`src/rtl/core/hcd_pkg.sv`:
```
// Package for the chunked-transfer decoder core.
// Holds the parse phase codes, result kinds and the result struct.
// No dependencies.
package hcd_pkg;

	typedef enum logic [2:0] {
		PH_SIZE  = 3'd0,
		PH_LF    = 3'd1,
		PH_DATA  = 3'd2,
		PH_SKIP1 = 3'd3,
		PH_SKIP2 = 3'd4,
		PH_DONE  = 3'd5,
		PH_ERR   = 3'd6
	} phase_t;

	typedef enum logic [1:0] {
		KIND_DATA = 2'd0,
		KIND_END  = 2'd1,
		KIND_ERR  = 2'd2
	} kind_t;

	localparam logic [7:0] CHAR_CR = 8'h0D;
	localparam logic [7:0] CHAR_LF = 8'h0A;
	localparam logic [4:0] HEX_NONE = 5'd16;

	typedef struct packed {
		logic       valid;
		logic [7:0] data;
		kind_t      kind;
	} res_t;

endpackage

```
`src/rtl/core/http_chunked_decoder_core.sv`:
```
// Top level of the chunked-transfer body decoder.
// Instantiates hcd_parser and hcd_out_reg; depends on hcd_pkg.
//
// Usage:
//   Input channel (in_valid / in_stall / in_byte) carries raw bytes of a
//   chunked message body, one request per byte. Output channel
//   (out_valid / out_stall / out_byte / kind) carries the results: kind 0
//   is a payload byte, kind 1 marks the final zero-size chunk, kind 2 a
//   format error (non-hex size character, CR without LF, empty size line,
//   size over LEN_BITS bits). out_byte is zero unless kind is 0. Size lines,
//   their CR LF and the two trailer bytes after each chunk give no result.
//   Throughput: one byte per cycle unless the sink stalls. A taken byte
//   is parsed from the input register; its result loads into the result
//   register, which drives out_valid. The two registers split the two
//   channels, so one byte is still taken while a result waits.
//   Stall: when the sink holds out_stall with a result pending, the byte
//   in the input register waits and in_stall rises once that register is
//   full; nothing is lost.
//   Reset: arst_n clears both registers and returns the parser to the
//   start of a size line. After the end mark or an error the block
//   consumes further bytes silently until reset.
module http_chunked_decoder_core import hcd_pkg::*; #(
	parameter int LEN_BITS = 32
) (
	input  logic       clk,
	input  logic       arst_n,
	input  logic       in_valid,
	output logic       in_stall,
	input  logic [7:0] in_byte,
	output logic       out_valid,
	input  logic       out_stall,
	output logic [7:0] out_byte,
	output logic [1:0] kind
);

	logic       valid_s1;
	logic [7:0] byte_s1;
	logic       slot_free;
	logic       fire;
	res_t       res;

	// Parse the held byte only when the result register can take its result.
	assign fire     = valid_s1 && slot_free;
	// Hold off the source only when the input register is full and cannot drain.
	assign in_stall = valid_s1 && !slot_free;

	always_ff @(posedge clk or negedge arst_n) begin
		if (!arst_n) begin
			valid_s1 <= 1'b0;
		end else if (!in_stall) begin
			valid_s1 <= in_valid;
		end
	end

	always_ff @(posedge clk) begin
		if (in_valid && !in_stall) begin
			byte_s1 <= in_byte;
		end
	end

	hcd_parser #(.LEN_BITS(LEN_BITS)) u_parser (
		.clk     (clk),
		.arst_n  (arst_n),
		.fire    (fire),
		.in_byte (byte_s1),
		.res     (res)
	);

	hcd_out_reg u_out (
		.clk       (clk),
		.arst_n    (arst_n),
		.res       (res),
		.out_stall (out_stall),
		.slot_free (slot_free),
		.out_valid (out_valid),
		.out_byte  (out_byte),
		.kind      (kind)
	);

	// Control result records never carry a byte value.
	a_ctrl_zero: assert property (@(posedge clk) disable iff (!arst_n)
		out_valid && kind != KIND_DATA |-> out_byte == 8'd0)
		else $error("control result with nonzero byte");

	// After an end mark or error leaves, no result ever follows.
	a_terminal_silent: assert property (@(posedge clk) disable iff (!arst_n)
		out_valid && !out_stall && kind != KIND_DATA |=> !out_valid)
		else $error("result after end or error");

	// Source is held off only while the input register is occupied.
	a_stall_full: assert property (@(posedge clk) disable iff (!arst_n)
		in_stall |-> valid_s1 && out_valid && out_stall)
		else $error("input stalled without backlog");

endmodule

```
`src/rtl/core/hcd_parser.sv`:
```
// Chunk framing state machine: phase, size/length counter, digit flag.
// Consumes one byte per fire strobe and forms at most one result.
// Depends on hcd_pkg.
module hcd_parser import hcd_pkg::*; #(
	parameter int LEN_BITS = 32
) (
	input  logic       clk,
	input  logic       arst_n,
	input  logic       fire,
	input  logic [7:0] in_byte,
	output res_t       res
);

	phase_t              phase_q, phase_d;
	logic [LEN_BITS-1:0] remaining_q, remaining_d;
	logic                digit_seen_q, digit_seen_d;
	logic [4:0]          hex_d;
	logic [LEN_BITS-1:0] rem_dec;

	function automatic logic [4:0] hex_value(input logic [7:0] c);
		logic [4:0] v;
		v = HEX_NONE;
		if (c inside {[8'h30:8'h39]}) v = 5'(c - 8'h30);
		else if (c inside {[8'h61:8'h66]}) v = 5'(c - 8'h61 + 8'd10);
		else if (c inside {[8'h41:8'h46]}) v = 5'(c - 8'h41 + 8'd10);
		return v;
	endfunction

	assign hex_d   = hex_value(in_byte);
	assign rem_dec = remaining_q - LEN_BITS'(1);

	// Next state.
	always_comb begin
		phase_d      = phase_q;
		remaining_d  = remaining_q;
		digit_seen_d = digit_seen_q;
		case (phase_q)
			PH_SIZE: begin
				if (in_byte == CHAR_CR) begin
					phase_d = PH_LF;
				end else if (hex_d == HEX_NONE ||
				             remaining_q[LEN_BITS-1 -: 4] != 4'd0) begin
					phase_d = PH_ERR;
				end else begin
					remaining_d  = {remaining_q[LEN_BITS-5:0], hex_d[3:0]};
					digit_seen_d = 1'b1;
				end
			end
			PH_LF: begin
				if (in_byte != CHAR_LF || !digit_seen_q) phase_d = PH_ERR;
				else if (remaining_q == '0) phase_d = PH_DONE;
				else phase_d = PH_DATA;
			end
			PH_DATA: begin
				remaining_d = rem_dec;
				if (rem_dec == '0) phase_d = PH_SKIP1;
			end
			PH_SKIP1: phase_d = PH_SKIP2;
			PH_SKIP2: begin
				phase_d      = PH_SIZE;
				remaining_d  = '0;
				digit_seen_d = 1'b0;
			end
			default: phase_d = phase_q;
		endcase
	end

	// Result forming.
	always_comb begin
		res = '{valid: 1'b0, data: 8'd0, kind: KIND_DATA};
		case (phase_q)
			PH_SIZE: begin
				if (in_byte != CHAR_CR && (hex_d == HEX_NONE ||
				    remaining_q[LEN_BITS-1 -: 4] != 4'd0)) begin
					res.valid = 1'b1;
					res.kind  = KIND_ERR;
				end
			end
			PH_LF: begin
				if (in_byte != CHAR_LF || !digit_seen_q) begin
					res.valid = 1'b1;
					res.kind  = KIND_ERR;
				end else if (remaining_q == '0) begin
					res.valid = 1'b1;
					res.kind  = KIND_END;
				end
			end
			PH_DATA: begin
				res.valid = 1'b1;
				res.data  = in_byte;
			end
			default: res.valid = 1'b0;
		endcase
		res.valid = res.valid & fire;
	end

	always_ff @(posedge clk or negedge arst_n) begin
		if (!arst_n) begin
			phase_q      <= PH_SIZE;
			remaining_q  <= '0;
			digit_seen_q <= 1'b0;
		end else if (fire) begin
			phase_q      <= phase_d;
			remaining_q  <= remaining_d;
			digit_seen_q <= digit_seen_d;
		end
	end

endmodule

```
`src/rtl/core/hcd_out_reg.sv`:
```
// Result register of the decoder: holds one result until the sink takes it.
// Depends on hcd_pkg.
module hcd_out_reg import hcd_pkg::*; (
	input  logic       clk,
	input  logic       arst_n,
	input  res_t       res,
	input  logic       out_stall,
	output logic       slot_free,
	output logic       out_valid,
	output logic [7:0] out_byte,
	output logic [1:0] kind
);

	logic       valid_q;
	logic [7:0] data_q;
	kind_t      kind_q;

	assign slot_free = !valid_q || !out_stall;

	always_ff @(posedge clk or negedge arst_n) begin
		if (!arst_n) begin
			valid_q <= 1'b0;
		end else if (slot_free) begin
			valid_q <= res.valid;
		end
	end

	always_ff @(posedge clk) begin
		if (slot_free && res.valid) begin
			data_q <= res.data;
			kind_q <= res.kind;
		end
	end

	assign out_valid = valid_q;
	assign out_byte  = data_q;
	assign kind      = kind_q;

endmodule

```
`config.mk`:
```
export PLATFORM = sky130hd
export DESIGN_NAME = http_chunked_decoder_core
export DESIGN_NICKNAME = d
export VERILOG_FILES = /design/src/rtl/core/hcd_pkg.sv /design/src/rtl/core/http_chunked_decoder_core.sv /design/src/rtl/core/hcd_parser.sv /design/src/rtl/core/hcd_out_reg.sv
export SDC_FILE = /design/constraint.sdc
export NUM_CORES = 1
export LEC_CHECK = 0
export ABC_AREA = 1
export BUFFER_PORTS_ARGS = -buffer_cell sky130_fd_sc_hd__buf_2
export CAP_MARGIN = 25
export CORE_ASPECT_RATIO = 0.7
export CORE_MARGIN = 1
export CORE_UTILIZATION = 57
export CTS_BUF_LIST = sky130_fd_sc_hd__clkbuf_4 sky130_fd_sc_hd__clkbuf_8
export CTS_CLUSTER_SIZE = 30
export DETAILED_ROUTE_END_ITERATION = 8
export GPL_ROUTABILITY_DRIVEN = 0
export GPL_TIMING_DRIVEN = 0
export PLACE_DENSITY_LB_ADDON = 0.05
export SYNTH_ARGS = -nofsm -noshare
export SYNTH_HDL_FRONTEND = slang
export SYNTH_SLANG_ARGS = --single-unit
```
`constraint.sdc`:
```
create_clock -name clk -period 2.1 [get_ports clk]
set_input_delay 0.105 -clock clk [delete_from_list [all_inputs] [get_ports clk]]
set_output_delay 0.105 -clock clk [all_outputs]
set_load 0.01 [all_outputs]
```
==> metrics.md, run 1 <==
| Metric | Value |
|---|---|
| Status | `finished with violations` |
| Hold Path Class | `in2reg` |
| Syn_nets | `approximately 570` |
| Root Buffer | `clkbuf_8` |
| Initial antenna violation count | `0` |
| Synthesized flop and latch total | `56` |
| Fillers | `~500` |
| Vias per inst | `roughly 6` |
| Layout Utilization | `around three quarters` |
| Top cells by area, synth | `dfrtp_1 (24%), edfxtp_1 (13%), nand2_1 (13%)` |
| FP Rows | `25` |
| Final setup viols | `47` |
| Yosys top cell by area | `dfrtp_1` |
| CTS Sinks | `between 50 and 60` |
| Post-layout nets | `approximately 630` |
| Worst Path Required | `about 2200 ps` |
| Crit path launch type | `flip-flop` |
| Grt ovf | `0` |
| Clk_lat worst skew | `between 300 and 400 ps` |
| HPWL after DPL | `7790 um` |
| Synth Instances | `~550` |
| Worst Tran Pin Value | `~870 ps` |
| Hold Fails Final Rpt | `0` |
| Critical path capture point type | `flip-flop` |
| Avg WL per Cell | `approximately 17 um` |
| Slew margin rel. | `a little over two fifths` |
| Hold slack | `38.5 ps` |
| Vias in the first global route | `around 3700` |
| Pre-CTS WS | `-415 ps` |
| DIE WIDTH | `about 100 um` |
| Worst Path Arrival | `~2300 ps` |
| Design area | `5050 um^2` |
| Failing checks | `negative setup slack` |
| Largest net degree at the start of global routing | `39` |
| Height of the die | `slightly above 70 um` |
| Starting Density | `between 50% and 60%` |
| Die area | `7400 um^2` |
| Top FF cell, synth | `dfrtp_1` |
| WL final | `~12000 um` |
| Worst setup path category | `reg2reg` |
| Tmin final | `2280 ps` |
| Iter 0 DRT Violations | `~380` |
| Share of layout cells above drive strength 1 | `between 30% and 40%` |
| Vias | `4150` |
| CTS tree | `yes` |
| Area growth, synth to finish | `25.7%` |
| 1st-pass router iterations | `5` |
| Cts bufs inserted | `5` |
| Power Density | `1600 nW/um^2` |
| Pleak | `roughly 0.0023 uW` |
| Critical Path Fanout Max | `7` |
| Top-area cell type share of the netlist area | `a little under a quarter` |
| Post-synthesis sequential area ratio | `37.1%` |
| Post-synth ARST share | `67.9%` |
| Port bufs | `23` |
| Final slew viol count | `0` |
| Setup repair after global routing missed its margin | `true` |
| Diode count | `0` |
| Synth Warn # | `0` |
| Final Cycle Share | `109%` |
| Worst setup margin | `-180 ps` |
| Most numerous cell in the Yosys netlist | `nand2_1` |
| Max-cap viol count | `0` |
| # DRC | `0` |
| CTS clk-pin slew, worst paths | `approximately 110 ps` |
| H-tree Lvls | `2` |
| Global-route wire length before repair | `between 15000 and 20000 um` |
| Placed Instance Area | `4250 um^2` |
| Total track usage | `~33%` |
| Antenna violation net count after detailed routing | `0` |
| Worst Skew | `around 14 ps` |
| Worst IR Drop VDD | `around 1.0 mV` |
| Fmax | `approximately 440 MHz` |
| Area of the mapped netlist | `around 4000 um^2` |
| Most instantiated cells after synthesis | `nand2_1 (140), nor2_1 (79), inv_1 (56)` |
| Post-synth EDFFs | `18` |
| Netlist cell types | `34` |
| Core area | `6790 um^2` |
| Syn avg cell area | `7.35 um^2` |
| Clk buf depth | `2` |
| I/O Pins | `24` |
==> layout by cell type, fill, tap and decap left out, types with 3 or more instances in the layout <==
master	count
xor2_1	5
nor2_2	15
nand2_8	3
clkbuf_8	5
o21ai_2	21
edfxtp_1	18
inv_1	50
buf_12	3
buf_4	24
ha_1	3
a21oi_1	3
nand3_4	3
nand2_1	122
clkbuf_1	3
dfrtp_2	5
dlygate4sd3_1	9
o22ai_1	15
inv_2	10
nand3b_1	3
buf_6	4
nand2_2	40
nand2_4	10
buf_2	23
clkbuf_2	3
nor2_1	66
dfrtp_1	33
o21ai_1	16
o21ai_0	10
nand3_1	32
nand4_1	9
a22oi_1	11
nor2_4	10
nand3_2	4
ha_4	4
==> cell type report <==
type / instances / area (um^2) / share of cell area (%)
buffer: 12 / 128 / 2.53
clock buffer: 6 / 76.3 / 1.51
clock inverter: 2 / 60.1 / 1.19
inverter: 62 / 244 / 4.83
multi-input combinational: 418 / 2500 / 49.5
sequential: 56 / 1500 / 29.6
tap: 94 / 118 / 2.33
timing repair buffer: 59 / 419 / 8.29
timing repair inverter: 1 / 7.51 / 0.149
==> final timing paths <==
| check | end | startpoint | cells after the start | slack (ps) |
|---|---|---|---|---|
| worst max-delay path | u_out.out_byte[6]$_SDFFCE_PN0P_ | byte_s1[0]$_DFFE_PP_ | 13 | -180 |
| worst min-delay path | u_out.out_valid$_DFFE_PN0N_ | out_stall | 3 | 40 |
| worst max register to register | u_out.out_byte[6]$_SDFFCE_PN0P_ | byte_s1[0]$_DFFE_PP_ | 13 | -180 |
| worst min register to register | u_parser.remaining_q[29]$_DFFE_PN0P_ | u_parser.remaining_q[29]$_DFFE_PN0P_ | 2 | 530 |
| max in group asynchronous | u_parser.remaining_q[10]$_DFFE_PN0P_ | arst_n | 2 | 1050 |
| min in group asynchronous | u_parser.phase_q[1]$_DFFE_PN0P_ | arst_n | 2 | 440 |
==> stage by stage <==
step / instances / total power, uW / TNS, ps
6_report: 710 / 8110 / -5130
5_1_grt: 710 / 8670 / -9250
4_1_cts: 699 / 7460 / -687
2_1_floorplan: 547 / 5170 / 0
3_3_place_gp: 664 / 6150 / -6310
3_5_place_dp: 664 / 6220 / -8940
==> cells by family (layout without fill, tap and decap cells) <==
group	after synthesis	after routing	share of synthesized area, %
AOI/OAI and AO/OA	81	81	13.4
xor gates and xnor gates	8	8	1.74
adders and majority gates	7	7	2.18
buffers and inverters	74	142	8.87
DFF	56	56	37.1
and+or+nand+nor	321	322	36.7
==> layer usage <==
layer  vias up  track usage [%]  share of wire (%)
met3        25             5.78                9.0
met1      1967             50.3                 46
met4         0             6.51                1.7
met2       229             47.7                 44
li1       1929                -                  -
met5         -                0                  0
==> timing repair <==
item / in CTS / in global routing
hold endpoints to repair: 46 / 0
setup endpoints to repair: 45 / 46
setup buffers: 16 / 11
gates resized for setup: 46 / 49
cloned: 2 / 0
pin swaps: 18 / 28
hold buffers: 9 / 0
==> state kept, by name, indices dropped and copies added (netlist names) <==
name	count
byte_s1	8
u_out.kind	2
u_out.out_byte	8
u_out.out_valid	1
u_parser.digit_seen_q	1
u_parser.phase_q	3
u_parser.remaining_q	32
valid_s1	1
==> critical path, cell delays in order, from the launching register on <==
cell and delay [ps]:
edfxtp_1 510, inv_2 180, ha_4 160, nand2_4 50, nand3_4 90, nand2_8 90
o21ai_4 170, nand2_4 80, nand4_4 120, nand2_4 80, nand2_4 80, nand3_4 70
nand2_4 120, clkinvlp_4 170
==> where the power goes <==
group          internal [uW]  switching, uW  total [uW]
clock network            490            374         865
logic                   1900           3490        5380
registers               1490            377        1860
total                   3870           4240        8110
No activity file was read; power rests on OpenSTA's default activity.
==> run 2: changes to the inputs <==
--- a/config.mk
+++ b/config.mk
@@ -10,12 +10,11 @@
 export CAP_MARGIN = 25
 export CORE_ASPECT_RATIO = 0.7
 export CORE_MARGIN = 1
-export CORE_UTILIZATION = 57
-export CTS_BUF_LIST = sky130_fd_sc_hd__clkbuf_4 sky130_fd_sc_hd__clkbuf_8
+export CORE_UTILIZATION = 56
 export CTS_CLUSTER_SIZE = 30
 export DETAILED_ROUTE_END_ITERATION = 8
-export GPL_ROUTABILITY_DRIVEN = 0
 export GPL_TIMING_DRIVEN = 0
+export HOLD_SLACK_MARGIN = 0.15
 export PLACE_DENSITY_LB_ADDON = 0.05
 export SYNTH_ARGS = -nofsm -noshare
 export SYNTH_HDL_FRONTEND = slang
==> run 2 against run 1 <==
Net effect:
- the flow still finishes with violations (negative setup slack)
- critical path depth grew 3
- clock power shrank 12%
- design area grew 0.72%
- register-to-register slack gained 60 ps
- count of clock-buffer cells in the layout shrank 1
- worst hold slack gained 400 ps
- non-clock buffer count grew 6
- routed wire length grew 3.4%
- global-route usage grew 2.3 points
- flip-flop and latch count is the same
- die area grew 1.7%
- critical endpoint is now u_parser.remaining_q[2]$_DFFE_PN0P_
==> metrics.md, run 2 (synthesized netlist as in run 1, its figures left out) <==
| Metric | Value |
|---|---|
| Iter 0 DRT Violations | `428` |
| Status | `finished with violations` |
| Post-layout nets | `640` |
| Hold Path Class | `in2async` |
| Crit path launch type | `flip-flop` |
| Combinational Power Share | `68.0%` |
| Placed Instance Area | `about 4300 um^2` |
| Net Sw Frac | `a little over half` |
| Worst Path Arrival | `approximately 2400 ps` |
| Commonest non-fill, non-tap cell in the layout | `nand2_1` |
| Top cell by count, worst path | `nand2_2` |
| H-tree Lvls | `2` |
| Max-cap viol count | `0` |
| Clk_lat worst skew | `about 330 ps` |
| Worst IR Drop VDD | `approximately 1 mV` |
| Internal | `3780 uW` |
| Most frequent cells in the layout | `nand2_1 (126), nor2_1 (55), inv_1 (50)` |
| Final slew viol count | `0` |
| Final Cycle Share | `106%` |
| Vias per inst | `between 5 and 6` |
| Cts bufs inserted | `5` |
| Vias in the first global route | `around 4000` |
| Area growth, synth to finish | `26.7%` |
| Number of flip-flops in the largest register | `32` |
| CTS Sinks | `between 50 and 60` |
| Setup repair after global routing missed its margin | `true` |
| Height of the die | `around 73 um` |
| I/O Pins | `24` |
| Setup TNS | `-3670 ps` |
| Core area | `around 7000 um^2` |
| Starting Density | `between 50% and 60%` |
| Largest net degree at the start of global routing | `39` |
| Reg power frac | `22.8%` |
| Worst Path Required | `around 2300 ps` |
| Slew margin rel. | `between 30% and 40%` |
| Die area | `~7500 um^2` |
| Worst Tran Pin Value | `a little over 900 ps` |
| Worst setup path category | `reg2reg` |
| Tmin final | `between 2000 and 2500 ps` |
| Power Density | `around 1600 nW/um^2` |
| Largest Register | `u_parser.remaining_q` |
| Net switching power figure | `between 4000 and 5000 uW` |
| Design area | `just over 5000 um^2` |
| Vias | `4225` |
| Slowest cell delay on critical path | `480 ps` |
| Avg WL per Cell | `17.3 um` |
| Fillers | `about 490` |
| Diode count | `0` |
| HPWL after DPL | `7840 um` |
| Grt ovf | `0` |
| Crit-path cells | `inv_2 > ha_2 > nand2_2 > nand3_4 > nand2_4 > nand2_2 > nand2_2 > nand3_4 > nand4_4 > nand2_4 > nand2_4 > nand2_8 > inv_8 > buf_12 > nand2_2 > o21ai_2` |
| Initial antenna violation count | `0` |
| Failing checks | `negative setup slack` |
| Hold slack | `about 430 ps` |
| Pleak | `about 0.0024 uW` |
| Root Buffer | `clkbuf_8` |
| Final setup viols | `44` |
| Port bufs | `23` |
| Fmax | `approximately 450 MHz` |
| FP Rows | `25` |
| Critical path capture point type | `flip-flop` |
| Register area | `between 1000 and 1500 um^2` |
| CTS clk-pin slew, worst paths | `around 110 ps` |
| Share of layout cells above drive strength 1 | `34.9%` |
| Critical Path Fanout Max | `10` |
| Worst Skew | `about 12 ps` |
| WL final | `roughly 12000 um` |
| Worst setup margin | `-122 ps` |
| Antenna violation net count after detailed routing | `0` |
| Hold Fails Final Rpt | `0` |
| Clk buf depth | `2` |
| Clock power share | `9.3%` |
| Slowest cell on crit path | `edfxtp_1` |
| Global-route wire length before repair | `slightly below 20000 um` |
| 1st-pass router iterations | `5` |
| GP Congestion | `about 0.91` |
| Area occupied by multi-input gates | `approximately 2500 um^2` |
| CTS tree | `yes` |
| DIE WIDTH | `103 um` |
| # DRC | `0` |
| Total track usage | `between 30% and 40%` |
[run 2: changes by cell type in the layout (fill, tap and decap cells not counted), moves of 3 or more]
cell | previous run | this run
nor2_1 | 66 | 55
nor2_2 | 15 | 23
buf_4 | 24 | 29
nand2_1 | 122 | 126
nand3_2 | 4 | 7
nor2_4 | 10 | 13
o21ai_2 | 21 | 24
[run 2: repair_timing]
item                                   in CTS  in global routing
pin swaps                                  26                 16
gates cloned                                2                  0
resized for setup                          72                 31
setup endpoints to repair                  45                 47
hold buffers                               11                  0
setup buffers                              23                  8
endpoints found under the hold margin      48                  0
[run 2: per-stage QoR]
step	std cells	worst slack (ps)	util [%]	power, uW
2_1_floorplan	547	7.12	-	5170
3_3_place_gp	664	-380	62.1	6170
3_5_place_dp	664	-406	62.1	6240
4_1_cts	708	-52.7	72.0	7600
5_1_grt	716	-189	74.3	8760
6_report	716	-122	74.3	8190
[run 2: critical path, delay by kind of cell, from the launching register on]
kind | cells | cell delay, ps
flip-flops | 1 | 480
AO/OA/AOI/OAI | 1 | 50
AND/OR/NAND/NOR | 11 | 1010
buffers and inverters | 3 | 350
adder cells (fa/ha/maj) | 1 | 220
[run 2: routing by layer]
layer	vias to the layer above	global-route usage, %	share of wire, %
met5	-	0	0
met2	264	51.6	42
li1	1941	-	-
met3	30	7.47	11
met1	1990	51.2	44
met4	0	10.8	1.9
[run 2: layout make-up]
type	count	share of cell area, %
plain buffers	12	2.51
clock buffers	5	1.35
clock inverters	3	0.934
inverters	62	4.79
multi-input cells	418	49.4
flip-flops and latches	56	29.4
well taps	94	2.31
repair buffers	65	9.14
repair inverters	1	0.147
[run 2: power groups by stage]
stage | clock network [uW] | registers, uW | logic, uW
3_3_place_gp | 0 | 1820 | 4350
5_1_grt | 800 | 1890 | 6060
3_5_place_dp | 0 | 1830 | 4420
6_report | 758 | 1860 | 5570
4_1_cts | 765 | 1820 | 5010
2_1_floorplan | 0 | 1780 | 3380
[run 2: final timing paths]
path,from,endpoint,slack (ps),cells after the start
max,byte_s1[1]$_DFFE_PP_,u_parser.remaining_q[2]$_DFFE_PN0P_,-120,16
max reg2reg,byte_s1[1]$_DFFE_PP_,u_parser.remaining_q[2]$_DFFE_PN0P_,-120,16
max in group asynchronous,arst_n,u_parser.remaining_q[4]$_DFFE_PN0P_,1010,2
min in group clk,in_byte[5],byte_s1[5]$_DFFE_PP_,490,2
min,arst_n,u_out.out_valid$_DFFE_PN0N_,430,2
min reg2reg,u_parser.remaining_q[16]$_DFFE_PN0P_,u_parser.remaining_q[16]$_DFFE_PN0P_,550,2
